**src/sv/incremental_pan_tilt_servo_macros.svh**
```systemverilog
// assertion macros for the pan/tilt servo block
// expects clk_i and rst_ni in the scope of the module that uses them

`ifndef INCREMENTAL_PAN_TILT_SERVO_MACROS_SVH
`define INCREMENTAL_PAN_TILT_SERVO_MACROS_SVH

// same-cycle implication, disabled while reset is held
`define IPTS_ASSERT_IMP(label, ante, cons, msg) \
  label: assert property (@(posedge clk_i) disable iff (!rst_ni) (ante) |-> (cons)) \
    else $error(msg);

// next-cycle implication, disabled while reset is held
`define IPTS_ASSERT_NXT(label, ante, cons, msg) \
  label: assert property (@(posedge clk_i) disable iff (!rst_ni) (ante) |=> (cons)) \
    else $error(msg);

`endif

```
**src/sv/ipts_pkg.sv**
```systemverilog
// shared constants, types and register codes for the pan/tilt servo block
// used by ipts_mul and incremental_pan_tilt_servo; no dependencies

`timescale 1ns / 1ps

package ipts_pkg;

  // build-time configuration
  localparam int COORD_BITS      = 10;
  localparam int ANGLE_FRAC_BITS = 16;

  // fixed field widths
  localparam int CENTER_W   = 10;
  localparam int DZ_W       = 10;
  localparam int GAIN_W     = 16;
  localparam int GAIN_FRAC  = 16;
  localparam int COMPARE_W  = 16;
  localparam int CFG_IDX_W  = 3;
  localparam int CFG_DATA_W = 16;

  // angle: whole degrees need 8 bits for 0..180
  localparam int ANGLE_W = 8 + ANGLE_FRAC_BITS;

  // error magnitude and step widths
  localparam int RAW_STEP_W  = COORD_BITS + GAIN_W;
  localparam int STEP_WIDE_W = RAW_STEP_W + ANGLE_FRAC_BITS;
  localparam int STEP_W      = COORD_BITS + ANGLE_FRAC_BITS;
  localparam int SUM_W       = STEP_W + 2;
  localparam int CMP_W       = (COORD_BITS > DZ_W) ? COORD_BITS : DZ_W;

  // compare scaling: angle * span >> frac, then divide by 180
  localparam int DIV_C       = 180;
  localparam int SCALED_W    = 8 + COMPARE_W;
  localparam int RECIP_SHIFT = 32;
  localparam int RECIP_W     = 25;

  // shared multiplier operand widths
  localparam int MUL_A_W = (ANGLE_W > SCALED_W) ? ANGLE_W : SCALED_W;
  localparam int MUL_B_W = RECIP_W;
  localparam int PROD_W  = MUL_A_W + MUL_B_W;

  typedef logic [COORD_BITS-1:0]  coord_t;
  typedef logic [CENTER_W-1:0]    center_t;
  typedef logic [DZ_W-1:0]        dz_t;
  typedef logic [GAIN_W-1:0]      gain_t;
  typedef logic [COMPARE_W-1:0]   compare_t;
  typedef logic [CMP_W-1:0]       cmp_t;
  typedef logic [ANGLE_W-1:0]     angle_t;
  typedef logic [RAW_STEP_W-1:0]  raw_step_t;
  typedef logic [STEP_WIDE_W-1:0] step_wide_t;
  typedef logic [STEP_W-1:0]      step_t;
  typedef logic signed [SUM_W-1:0] sum_t;
  typedef logic signed [COORD_BITS:0] err_t;
  typedef logic [SCALED_W-1:0]    scaled_t;
  typedef logic [COMPARE_W-1:0]   quot_t;
  typedef logic [MUL_A_W-1:0]     mul_a_t;
  typedef logic [MUL_B_W-1:0]     mul_b_t;
  typedef logic [PROD_W-1:0]      prod_t;

  localparam angle_t ANGLE_MAX = angle_t'(180) << ANGLE_FRAC_BITS;
  localparam angle_t ANGLE_MID = angle_t'(90) << ANGLE_FRAC_BITS;

  // floor(2^32 / 180), low by at most one in the quotient for any scaled value
  localparam mul_b_t RECIP = mul_b_t'((64'd1 << RECIP_SHIFT) / DIV_C);

  // register reset values
  localparam center_t  RST_CENTER_X = center_t'(160);
  localparam center_t  RST_CENTER_Y = center_t'(120);
  localparam dz_t      RST_DEAD_ZONE = dz_t'(15);
  localparam gain_t    RST_GAIN = gain_t'(3277);
  localparam compare_t RST_CMP_MIN = compare_t'(500);
  localparam compare_t RST_CMP_MAX = compare_t'(2500);

  // configuration register indexes
  typedef enum logic [CFG_IDX_W-1:0] {
    REG_CENTER_X    = 3'd0,
    REG_CENTER_Y    = 3'd1,
    REG_DEAD_ZONE   = 3'd2,
    REG_STEP_GAIN   = 3'd3,
    REG_COMPARE_MIN = 3'd4,
    REG_COMPARE_MAX = 3'd5
  } reg_idx_e;

  // request to the shared multiplier
  typedef struct packed {
    logic   en;
    mul_a_t a;
    mul_b_t b;
  } mul_req_t;

endpackage

```
**src/sv/incremental_pan_tilt_servo.sv**
```systemverilog
// Pan/tilt servo aiming block. Each transaction on the input channel is one
// coordinate pair; each yields exactly one output transaction with the PWM
// compare values for both servos and the aimed flag. The result is loaded
// into the output register in the same cycle that the input becomes ready
// again, and a new item is taken only after the last one is finished.
// The pace is set by the single shared multiplier, which runs eight
// products per item (one step product per axis, then angle*span, a
// reciprocal multiply and a back-multiply for the divide by 180 per axis).
// A result waiting on a stalled output holds the next item in its final
// step. Configuration writes are taken at any time but belong in idle time.
// depends on ipts_pkg, ipts_mul and incremental_pan_tilt_servo_macros.svh

`timescale 1ns / 1ps

module incremental_pan_tilt_servo (
  input  logic                                clk_i,
  input  logic                                rst_ni,
  input  logic                                cfg_we_i,
  input  logic [ipts_pkg::CFG_IDX_W-1:0]      cfg_idx_i,
  input  logic [ipts_pkg::CFG_DATA_W-1:0]     cfg_data_i,
  input  logic                                in_valid_i,
  output logic                                in_ready_o,
  input  logic [ipts_pkg::COORD_BITS-1:0]     coord_x_i,
  input  logic [ipts_pkg::COORD_BITS-1:0]     coord_y_i,
  output logic                                out_valid_o,
  input  logic                                out_ready_i,
  output logic [ipts_pkg::COMPARE_W-1:0]      pan_compare_o,
  output logic [ipts_pkg::COMPARE_W-1:0]      tilt_compare_o,
  output logic                                aimed_o
);

  `include "incremental_pan_tilt_servo_macros.svh"

  typedef enum logic [3:0] {
    S_IDLE,
    S_ERR,
    S_STEP,
    S_ACC,
    S_SCALE,
    S_RECIP,
    S_BACK,
    S_FIX,
    S_OUT
  } state_e;

  // configuration registers
  ipts_pkg::center_t  center_x_q, center_y_q;
  ipts_pkg::dz_t      dead_zone_q;
  ipts_pkg::gain_t    step_gain_q;
  ipts_pkg::compare_t compare_min_q, compare_max_q;

  // sequencer state and working registers
  state_e              state_q;
  logic                axis_q;
  ipts_pkg::coord_t    coord_x_q, coord_y_q;
  ipts_pkg::coord_t    mag_x_q, mag_y_q;
  logic                neg_x_q, neg_y_q;
  logic                aimed_q;
  ipts_pkg::angle_t    pan_angle_q, tilt_angle_q;
  ipts_pkg::scaled_t   scaled_q;
  ipts_pkg::quot_t     quot_q;
  ipts_pkg::compare_t  pan_res_q;

  // output register
  logic                out_valid_q;
  ipts_pkg::compare_t  pan_compare_q, tilt_compare_q;
  logic                out_aimed_q;

  // combinational helpers
  ipts_pkg::err_t      err_x, err_y;
  ipts_pkg::coord_t    mag_x, mag_y;
  logic                aimed;
  ipts_pkg::compare_t  span;
  ipts_pkg::angle_t    angle_sel;
  ipts_pkg::coord_t    mag_sel;
  logic                neg_sel;
  ipts_pkg::step_wide_t step_wide;
  ipts_pkg::step_t     step_mag;
  ipts_pkg::sum_t      angle_s, step_s, angle_sum;
  ipts_pkg::angle_t    angle_new;
  ipts_pkg::scaled_t   back_prod, rem;
  ipts_pkg::quot_t     quot_fixed;
  ipts_pkg::compare_t  compare_val;
  ipts_pkg::mul_req_t  mul_req;
  ipts_pkg::prod_t     prod;

  // configuration write port, out-of-range indexes are dropped
  always_ff @(posedge clk_i or negedge rst_ni) begin
    if (!rst_ni) begin
      center_x_q    <= ipts_pkg::RST_CENTER_X;
      center_y_q    <= ipts_pkg::RST_CENTER_Y;
      dead_zone_q   <= ipts_pkg::RST_DEAD_ZONE;
      step_gain_q   <= ipts_pkg::RST_GAIN;
      compare_min_q <= ipts_pkg::RST_CMP_MIN;
      compare_max_q <= ipts_pkg::RST_CMP_MAX;
    end else if (cfg_we_i) begin
      unique case (cfg_idx_i)
        ipts_pkg::REG_CENTER_X:    center_x_q    <= ipts_pkg::center_t'(cfg_data_i);
        ipts_pkg::REG_CENTER_Y:    center_y_q    <= ipts_pkg::center_t'(cfg_data_i);
        ipts_pkg::REG_DEAD_ZONE:   dead_zone_q   <= ipts_pkg::dz_t'(cfg_data_i);
        ipts_pkg::REG_STEP_GAIN:   step_gain_q   <= ipts_pkg::gain_t'(cfg_data_i);
        ipts_pkg::REG_COMPARE_MIN: compare_min_q <= ipts_pkg::compare_t'(cfg_data_i);
        ipts_pkg::REG_COMPARE_MAX: compare_max_q <= ipts_pkg::compare_t'(cfg_data_i);
        default: ;
      endcase
    end
  end

  // signed errors from center, magnitudes and dead zone test
  always_comb begin
    err_x = $signed({1'b0, coord_x_q}) - $signed({1'b0, ipts_pkg::coord_t'(center_x_q)});
    err_y = $signed({1'b0, coord_y_q}) - $signed({1'b0, ipts_pkg::coord_t'(center_y_q)});
    mag_x = err_x[ipts_pkg::COORD_BITS] ? ipts_pkg::coord_t'(-err_x)
                                        : ipts_pkg::coord_t'(err_x);
    mag_y = err_y[ipts_pkg::COORD_BITS] ? ipts_pkg::coord_t'(-err_y)
                                        : ipts_pkg::coord_t'(err_y);
    aimed = (ipts_pkg::cmp_t'(mag_x) < ipts_pkg::cmp_t'(dead_zone_q)) &&
            (ipts_pkg::cmp_t'(mag_y) < ipts_pkg::cmp_t'(dead_zone_q));
  end

  // negative span counts as zero
  assign span = (compare_max_q > compare_min_q) ? (compare_max_q - compare_min_q) : '0;

  // per-axis operand selection
  assign angle_sel = axis_q ? tilt_angle_q : pan_angle_q;
  assign mag_sel   = axis_q ? mag_y_q : mag_x_q;
  assign neg_sel   = axis_q ? neg_y_q : neg_x_q;

  // angle update: rescale Q0.16 gain product to angle units, add, clamp
  always_comb begin
    step_wide = ipts_pkg::step_wide_t'(ipts_pkg::raw_step_t'(prod)) << ipts_pkg::ANGLE_FRAC_BITS;
    step_mag  = ipts_pkg::step_t'(step_wide >> ipts_pkg::GAIN_FRAC);
    angle_s   = ipts_pkg::sum_t'(angle_sel);
    step_s    = ipts_pkg::sum_t'(step_mag);
    angle_sum = neg_sel ? (angle_s - step_s) : (angle_s + step_s);
    priority if (angle_sum < ipts_pkg::sum_t'(0)) begin
      angle_new = '0;
    end else if (angle_sum > ipts_pkg::sum_t'(ipts_pkg::ANGLE_MAX)) begin
      angle_new = ipts_pkg::ANGLE_MAX;
    end else begin
      angle_new = ipts_pkg::angle_t'(angle_sum);
    end
  end

  // divide-by-180 correction: estimate is low by at most one
  always_comb begin
    back_prod   = ipts_pkg::scaled_t'(prod);
    rem         = scaled_q - back_prod;
    quot_fixed  = quot_q + ipts_pkg::quot_t'(rem >= ipts_pkg::scaled_t'(ipts_pkg::DIV_C));
    compare_val = compare_min_q + quot_fixed;
  end

  // shared multiplier operand mux
  always_comb begin
    mul_req = '0;
    unique case (state_q)
      S_STEP: begin
        mul_req.en = 1'b1;
        mul_req.a  = ipts_pkg::mul_a_t'(mag_sel);
        mul_req.b  = ipts_pkg::mul_b_t'(step_gain_q);
      end
      S_SCALE: begin
        mul_req.en = 1'b1;
        mul_req.a  = ipts_pkg::mul_a_t'(angle_sel);
        mul_req.b  = ipts_pkg::mul_b_t'(span);
      end
      S_RECIP: begin
        mul_req.en = 1'b1;
        mul_req.a  = ipts_pkg::mul_a_t'(ipts_pkg::scaled_t'(prod >> ipts_pkg::ANGLE_FRAC_BITS));
        mul_req.b  = ipts_pkg::RECIP;
      end
      S_BACK: begin
        mul_req.en = 1'b1;
        mul_req.a  = ipts_pkg::mul_a_t'(ipts_pkg::quot_t'(prod >> ipts_pkg::RECIP_SHIFT));
        mul_req.b  = ipts_pkg::mul_b_t'(ipts_pkg::DIV_C);
      end
      default: mul_req = '0;
    endcase
  end

  ipts_mul u_mul (
    .clk_i  (clk_i),
    .req_i  (mul_req),
    .prod_o (prod)
  );

  // sequencer, angle state and output register
  always_ff @(posedge clk_i or negedge rst_ni) begin
    if (!rst_ni) begin
      state_q        <= S_IDLE;
      axis_q         <= 1'b0;
      coord_x_q      <= '0;
      coord_y_q      <= '0;
      mag_x_q        <= '0;
      mag_y_q        <= '0;
      neg_x_q        <= 1'b0;
      neg_y_q        <= 1'b0;
      aimed_q        <= 1'b0;
      pan_angle_q    <= ipts_pkg::ANGLE_MID;
      tilt_angle_q   <= ipts_pkg::ANGLE_MID;
      scaled_q       <= '0;
      quot_q         <= '0;
      pan_res_q      <= '0;
      out_valid_q    <= 1'b0;
      pan_compare_q  <= '0;
      tilt_compare_q <= '0;
      out_aimed_q    <= 1'b0;
    end else begin
      // output transaction completes
      if (out_valid_q && out_ready_i) begin
        out_valid_q <= 1'b0;
      end

      unique case (state_q)
        S_IDLE: begin
          if (in_valid_i) begin
            coord_x_q <= coord_x_i;
            coord_y_q <= coord_y_i;
            state_q   <= S_ERR;
          end
        end
        S_ERR: begin
          mag_x_q <= mag_x;
          mag_y_q <= mag_y;
          neg_x_q <= err_x[ipts_pkg::COORD_BITS];
          neg_y_q <= err_y[ipts_pkg::COORD_BITS];
          aimed_q <= aimed;
          axis_q  <= 1'b0;
          state_q <= S_STEP;
        end
        S_STEP: begin
          state_q <= S_ACC;
        end
        S_ACC: begin
          if (!aimed_q) begin
            if (axis_q) begin
              tilt_angle_q <= angle_new;
            end else begin
              pan_angle_q <= angle_new;
            end
          end
          axis_q  <= ~axis_q;
          state_q <= axis_q ? S_SCALE : S_STEP;
        end
        S_SCALE: begin
          state_q <= S_RECIP;
        end
        S_RECIP: begin
          scaled_q <= ipts_pkg::scaled_t'(prod >> ipts_pkg::ANGLE_FRAC_BITS);
          state_q  <= S_BACK;
        end
        S_BACK: begin
          quot_q  <= ipts_pkg::quot_t'(prod >> ipts_pkg::RECIP_SHIFT);
          state_q <= S_FIX;
        end
        S_FIX: begin
          if (axis_q) begin
            state_q <= S_OUT;
          end else begin
            pan_res_q <= compare_val;
            axis_q    <= 1'b1;
            state_q   <= S_SCALE;
          end
        end
        S_OUT: begin
          // tilt value is still on the correction path, prod holds its back-product
          if (!out_valid_q || out_ready_i) begin
            out_valid_q    <= 1'b1;
            pan_compare_q  <= pan_res_q;
            tilt_compare_q <= compare_val;
            out_aimed_q    <= aimed_q;
            axis_q         <= 1'b0;
            state_q        <= S_IDLE;
          end
        end
        default: state_q <= S_IDLE;
      endcase
    end
  end

  assign in_ready_o     = (state_q == S_IDLE);
  assign out_valid_o    = out_valid_q;
  assign pan_compare_o  = pan_compare_q;
  assign tilt_compare_o = tilt_compare_q;
  assign aimed_o        = out_aimed_q;

  // angles never leave 0..180 degrees
  `IPTS_ASSERT_IMP(a_angle_range, 1'b1, (pan_angle_q <= ipts_pkg::ANGLE_MAX) && (tilt_angle_q <= ipts_pkg::ANGLE_MAX), "angle above 180 degrees")
  // an aimed item leaves both angles untouched
  `IPTS_ASSERT_NXT(a_aimed_hold, (state_q == S_ACC) && aimed_q, $stable(pan_angle_q) && $stable(tilt_angle_q), "angle moved on aimed item")
  // reciprocal estimate is at most one below the true quotient
  `IPTS_ASSERT_IMP(a_quot_fix, (state_q == S_FIX) || (state_q == S_OUT), rem < ipts_pkg::scaled_t'(2 * ipts_pkg::DIV_C), "divide estimate off by more than one")
  // finishing an item presents a result and frees the input
  `IPTS_ASSERT_NXT(a_out_load, (state_q == S_OUT) && (!out_valid_q || out_ready_i), out_valid_q && in_ready_o, "result not presented")

endmodule

```
**src/sv/ipts_mul.sv**
```systemverilog
// shared multiplier with registered product for the pan/tilt servo block
// depends on ipts_pkg

`timescale 1ns / 1ps

module ipts_mul (
  input  logic              clk_i,
  input  ipts_pkg::mul_req_t req_i,
  output ipts_pkg::prod_t   prod_o
);

  ipts_pkg::prod_t prod_q;

  // product register, loaded only when a step asks for it
  always_ff @(posedge clk_i) begin
    if (req_i.en) begin
      prod_q <= ipts_pkg::prod_t'(req_i.a) * ipts_pkg::prod_t'(req_i.b);
    end
  end

  assign prod_o = prod_q;

endmodule
```
**config.mk**
```make
export PLATFORM = sky130hd
export DESIGN_NAME = incremental_pan_tilt_servo
export DESIGN_NICKNAME = d
export VERILOG_FILES = /design/src/sv/ipts_pkg.sv /design/src/sv/incremental_pan_tilt_servo.sv /design/src/sv/ipts_mul.sv
export VERILOG_INCLUDE_DIRS = /design/src /design/src/sv
export SDC_FILE = /design/constraint.sdc
export NUM_CORES = 2
export LEC_CHECK = 0
export ABC_AREA = 1
export BUFFER_PORTS_ARGS = -buffer_cell sky130_fd_sc_hd__buf_4
export CAP_MARGIN = 20
export CORE_UTILIZATION = 44
export CTS_CLUSTER_DIAMETER = 100
export DETAILED_ROUTE_END_ITERATION = 16
export PLACE_DENSITY_LB_ADDON = 0.25
export SLEW_MARGIN = 30
export SYNTH_ARGS = -nofsm -noshare
export SYNTH_HDL_FRONTEND = slang
export SYNTH_SLANG_ARGS = --single-unit
```
**constraint.sdc**
```tcl
create_clock -name clk_i -period 15.2 [get_ports clk_i]
set_input_delay 3.8 -clock clk_i [delete_from_list [all_inputs] [get_ports clk_i]]
set_output_delay 3.8 -clock clk_i [all_outputs]
set_load 0.01 [all_outputs]
```
; ---- Word-level counts from Yosys, hierarchy flattened
; Cells that the tools add are included.
[word_totals]
latch_bits = 0
mem_bits_ro = 0
mem_bits_rw = 0
output_inout_bits = 35
register_bits = 312
memories = 0
[op_classes]
muxes = 20
n_shift = 0
n_mul = 1
n_lt_le_gt_ge = 6
n_reduce_logical = 20
addsub = 10
div = 0
n_bitwise = 2
eq_ne = 15
[ops]
columns = cell, n
row1 = $pmux 50 s4, 1
row2 = $mux 24, 3
row3 = $mul 24x25->48, 1
row4 = $pmux 4 s9, 1
row5 = $mux 10, 3
row6 = $gt 28x25->1 const B, 1
row7 = $lt 28x1->1 const B, 1
row8 = $mux 28, 1
row9 = $add 24x26->27, 1
row10 = $sub 24x26->27, 1
row11 = $ge 24x8->1 const B, 1
row12 = $sub 24x24->24, 1
row13 = $reduce_and 2->1, 11
row14 = $sub 10x10->11, 2
row15 = $lt 10x10->1, 2
row16 = $neg 10->10, 2
row17 = $add 16x1->16, 1
row18 = $add 16x16->16, 1
row19 = $eq 4x3->1 const B, 4
row20 = $gt 16x16->1, 1
row21 = $mux 16, 1
row22 = $sub 16x16->16, 1
row23 = $mux 4, 3
row24 = $eq 4x2->1 const B, 2
row25 = 17 further kinds, 27

; ---- Longest topological paths before layout
[depth]
depth_word = 6
ltp_mapped = 44
ltp_nobuf = 43

; ---- By module
; From an unflattened synthesis, not the netlist that was laid out.
[hier_totals]
cells_unflattened = 5811
hier_area_um2 = 41892.7
[by_module_without_submodules]
columns = mod, cells_each, area_each_um2, seq_area_each_um2, n_inst
row1 = ipts_mul, 3047, 22868.2, 1471.4, 1
row2 = incremental_pan_tilt_servo, 2764, 19024.5, 6651.4, 1

; ---- Worst setup path before layout
; Ideal clock, no wire load.
[synth_path]
kind = register to register
start = register compare_min_q[2]
end = register u_mul.prod_q[38] (netlist: u_mul.prod_o[38]), data pin
stages_incl_launch_ff = 42
setup_slack_ps = 7001
arrival_ps = 7941
required_time_ps = 14942
cell_sequence = dfstp_2 inv_1 ha_1 nand3_1 nand2_1 a21oi_1 o21bai_1 nand2_1 a21oi_1 nand2_1 nand2_1 a21oi_1 xnor2_1 nand2_1 nand2_1 buf_2 nand2_1 fa_1 [6 not listed] fa_1 fa_1 inv_1 fa_1 inv_1 ha_1 a21oi_1 inv_1 a31oi_1 nand2_1 nor2_1 inv_1 a21oi_1 o21ai_0 a21oi_1 inv_1 a21oi_1 xnor2_1
[synth_between]
elab_chain_cells = 4
elab_cells_between_ends = 5
[synth_lines]
columns = item, line
row1 = from (decl), incremental_pan_tilt_servo.sv:50  ; ipts_pkg::compare_t compare_min_q, compare_max_q;
row2 = from (signal assigned), incremental_pan_tilt_servo.sv:94  ; compare_min_q <= ipts_pkg::RST_CMP_MIN;
row3 = from (signal assigned), incremental_pan_tilt_servo.sv:102  ; ipts_pkg::REG_COMPARE_MIN: compare_min_q <= ipts_pkg::compare_t'(cfg_data_i);
row4 = $sub 16x16->16 or $gt 16x16->1 (tied branches), incremental_pan_tilt_servo.sv:122  ; assign span = (compare_max_q > compare_min_q) ? (compare_max_q - compare_min_q) : '0;
row5 = $mux 16 *, incremental_pan_tilt_servo.sv:122
row6 = $pmux 50 s4 *, incremental_pan_tilt_servo.sv:156  ; unique case (state_q)
row7 = $mul 24x25->48 *, ipts_mul.sv:17  ; prod_q <= ipts_pkg::prod_t'(req_i.a) * ipts_pkg::prod_t'(req_i.b);
row8 = to (signal assigned), ipts_mul.sv:17
row9 = to (decl), ipts_mul.sv:12  ; ipts_pkg::prod_t prod_q;
; Mark *: on every way between the ends. The rest lies on a longest branch, timed or not.
; A chain may end at the register's enable or synchronous reset.

; ---- Worst setup path after layout
[layout_path]
start = register state_q[3]
end = register u_mul.prod_q[38] (netlist: u_mul.prod_o[38]), data pin
[layout_between]
elab_chain_cells = 3
elab_cells_between_ends = 6
[layout_lines]
columns = item, line
row1 = from (decl), incremental_pan_tilt_servo.sv:53  ; state_e state_q;
row2 = from (signal assigned), incremental_pan_tilt_servo.sv:243  ; state_q <= axis_q ? S_SCALE : S_STEP;
row3 = $eq 4x3->1 or $eq 4x2->1 (tied branches), incremental_pan_tilt_servo.sv:156
row4 = $pmux 50 s4 *, incremental_pan_tilt_servo.sv:156
row5 = $mul 24x25->48 *, ipts_mul.sv:17
; Marked as above.

==> Flow_metrics.wiki <==
{| class="wikitable"
! Metric !! Value
|-
| Type of the setup path with the least slack || reg -> reg
|-
| DP Wirelength || 97.0 mm
|-
| Worst setup path endpoint || u_mul.prod_o[38]
|-
| Number of global-route vias before repair || 31400
|-
| Violation count after the first detailed-route iteration || 2590
|-
| Total die area || 85600 um2
|-
| Number of max-cap violations || 0
|-
| Launching element of the worst setup path || state_q[3]
|-
| Startpoint type of the worst setup path || register
|-
| Max-slew violation count || 0
|-
| Number of enable flip-flop cells after synthesis || 48
|-
| FF-to-FF setup slack || 5190 ps
|-
| Sinks on Clock Net || 312
|-
| Run status || finished, final reports clean
|-
| Post-synthesis cell type count || 52
|-
| Top cell type's share of synthesized area || 22.4%
|-
| Count of buffers from port buffering || 78
|-
| Pin count of the biggest net entering global routing || 88
|-
| Most common cell type on the critical path || inv_1
|-
| Synthesized area || 37200 um2
|-
| Weighted congestion reported at the end of routability-driven placement || 1.02
|-
| Post-layout instance count excluding filler cells || 5992
|-
| Worst ir drop on vdd || 87.6 uV
|-
| Most used flip-flop cell after synthesis || dfrtp_1
|-
| Final count of negative-setup-slack endpoints || 0
|-
| Worst Path Required || 15510 ps
|-
| Wirelength, routed || 118 mm
|-
| TritonCTS Buffers || 37
|-
| Final layout net count || 5694
|-
| DP Cell Count || 5922
|-
| Post-cts repair resize count || 0
|-
| Routed length per instance || 19.8 um
|-
| Vias || 31500
|-
| Cell class contributing the biggest share of worst-path delay || adder cells
|-
| Most common library cell in the layout ignoring fill and taps || nand2_1
|-
| Initial Util || 44.5%
|-
| Detailed-router iteration count before antenna repair || 6
|-
| Buffers & Inverters on Critical Path || 11
|-
| Clock network latency to the later pin of the worst-skew pair || 600 ps
|-
| Worst-path clk slew || 60 ps
|-
| Mean number of vias per cell || 5.26
|-
| Endpoint class of the critical path || register
|-
| Final worst path period share || 65.9%
|-
| Std-Cell Core Area || 83600 um2
|-
| Overall power || 8660 uW
|-
| Post-synthesis instance total || 4842
|-
| Remaining DRCs || 0
|-
| Max stage delay cell, worst path || nand2_1
|-
| Clock tree from TritonCTS || done
|-
| Number of rows created at floorplan || 106
|-
| Synth area leader || fa_1
|-
| Static leakage || 0.0219 uW
|-
| Number of H-tree branching levels || 2
|-
| Largest buffer count on any clock path || 3
|-
| Power density over the cells || 215 nW/um2
|-
| Largest cells by area after synthesis || fa_1, dfrtp_1, nand2_1
|-
| Hold slack final || 462 ps
|-
| Most frequent cells in the layout || nand2_1, inv_1, fa_1, nor2_1, ha_1
|-
| Global-route congestion overflow total || 0
|-
| Critical-path maximum fanout || 16
|-
| Antenna-violating nets left || 0
|-
| Area occupied by multi-input gates || 24800 um2
|-
| Global-route wire length before repair || 184 mm
|-
| Worst clock skew on the final layout || 45.4 ps
|-
| Sequential fraction of the synthesis area || 21.8%
|-
| R2R depth || 35
|-
| Total negative slack for setup checks || 0 ps
|-
| Sequential cell area || 8090 um2
|-
| Number of cells on the critical path || 35
|-
| Overall Global Routing Usage || 28.1%
|-
| Flop and latch count out of synthesis || 312
|-
| Endpoint of the lowest-slack register-to-register path || u_mul.prod_o[38]
|-
| Max_slew headroom || 23.9%
|-
| Width of the die || 293 um
|-
| Number of hold violations in the final report || 0
|-
| Hold_buf cts || 0
|-
| Height of the chip || 293 um
|-
| Boundary Pins || 79
|-
| Final core utilization || 48.2%
|-
| Largest stage delay on the critical path || 670 ps
|-
| Unrepaired setup endpoints after global routing || false
|-
| Measured slew at the worst slew-check pin || 1130 ps
|-
| Area grow syn2layout || 8.46%
|-
| Filler Cells Inserted || 8423
|-
| Beginning of the worst register-to-register path || state_q[3]
|-
| Tightest Hold Check Type || reg -> reg
|-
| Post-CTS setup buffers || 0
|-
| Number of antenna violations at the first check in global routing || 2
|-
| Average cell area after synthesis || 7.67 um2
|-
| Share of flip-flops with an asynchronous set or reset after synthesis || 84.6%
|-
| Crit path arrival time || 10320 ps
|-
| FMAX || 99.9 MHz
|-
| Synthesized net count || 5655
|-
| Synthesis warning total || 0
|-
| Clk Tree Root Cell || clkbuf_16
|-
| Fraction of layout cells with a size suffix above 1 || 5.97%
|-
| Shortest period the worst path allows || 10010 ps
|}
-- flip-flops by register name, indices dropped and copies added, names as in the netlist, 4 cells and up --
| register | cells |
|---|---|
| u_mul.prod_o | 48 |
| pan_angle_q | 24 |
| scaled_q | 24 |
| tilt_angle_q | 24 |
| compare_max_q | 16 |
| compare_min_q | 16 |
| pan_compare_o | 16 |
| pan_res_q | 16 |
| quot_q | 16 |
| step_gain_q | 16 |
| tilt_compare_o | 16 |
| center_x_q | 10 |
| center_y_q | 10 |
| coord_x_q | 10 |
| coord_y_q | 10 |
| dead_zone_q | 10 |
| mag_x_q | 10 |
| mag_y_q | 10 |
| state_q | 4 |
-- cell type report --
| cell class | count | share of cell area [%] |
|---|---|---|
| Timing Repair Buffer | 124 | 2.34 |
| Clock inverter | 23 | 0.792 |
| Sequential cell | 312 | 20.1 |
| Multi-Input combinational cell | 3392 | 61.5 |
| Antenna cell | 2 | 0.0124 |
| Tap cell | 1080 | 3.35 |
| Inverter | 1014 | 9.44 |
| Clock buffer | 45 | 2.45 |
-- worst reg2reg max path: cells and delay by family (launching register included) --
family          cells  cell delay (ps)
xor+xnor            1               80
fa+ha+maj           8             3860
simple gates        9             2670
flops               1              410
buf+inv            11             1440
compound gates      6             1260
-- cells in the mapped netlist, types with 3 or more instances --
library cell  count
dfstp_2          36
ha_1            353
fa_1            416
or2_2            25
o31ai_1           4
clkinv_1          7
and2_1            5
o21ai_2           3
nor3_1           29
nand3b_1          9
mux2_2           18
a21oi_1         199
o21bai_1         14
edfxtp_1         48
nor4_1           10
nor2_1          381
clkbuf_1         88
inv_2             6
nand3_1         181
and3_1            4
dfrtp_1         228
xnor2_1          32
nand4_1          33
o21a_1            8
o21ai_0         232
a31oi_1          22
buf_2            24
mux2i_1           8
o22ai_1           3
nand2_1        1273
o211ai_1         11
xor2_1           81
inv_1          1001
buf_1             6
o21ai_1           4
a21o_1           15
-- cells by family (layout without fill, tap and decap cells) --
| group | Yosys count | after routing | share of synthesized area, % |
|---|---|---|---|
| compound gates | 532 | 532 | 7.80 |
| xor+xnor | 113 | 113 | 2.66 |
| fa+ha+maj | 769 | 769 | 34.3 |
| buf+inv | 1138 | 1206 | 11.6 |
| flops | 312 | 312 | 21.8 |
| mux | 26 | 26 | 0.761 |
| other cells | 0 | 2 | 0 |
| simple gates | 1952 | 1952 | 21.0 |
-- where the power goes --
part | total, uW | internal, uW | switching [uW]
logic | 6200 | 1970 | 4230
registers | 1490 | 1260 | 239
clock network | 963 | 558 | 404
-- layer usage --
metal	wire length (um)	vias to the layer above	part of all wire [%]	GRT usage (%)
met5	13	-	0.011	0
met1	53500	15200	45	40.0
met2	50700	1142	43	42.2
met3	10200	208	8.6	6.15
met4	4000	2	3.4	9.16
li1	-	14900	-	-
-- how the worst min path moves through the flow --
| stage | from | slack [ps] | cells past startpoint | end |
|---|---|---|---|---|
| after floorplan | u_mul.prod_o[42] | 430 | 2 | quot_q[10] |
| after global placement | pan_angle_q[4] | 460 | 2 | pan_angle_q[4] |
| after detailed placement | tilt_angle_q[7] | 460 | 2 | tilt_angle_q[7] |
| after CTS | u_mul.prod_o[29] | 460 | 2 | scaled_q[13] |
| after global routing | pan_angle_q[4] | 490 | 2 | pan_angle_q[4] |
| final | u_mul.prod_o[29] | 460 | 2 | scaled_q[13] |
-- per-stage QoR --
step	cell area [um2]	setup WS (ps)
finish	40300	5190
global route	40300	4570
CTS	40300	5330
detailed placement	39000	5420
global placement	39000	5610
floorplan	37200	7000
No activity file was read; power rests on OpenSTA's default activity.
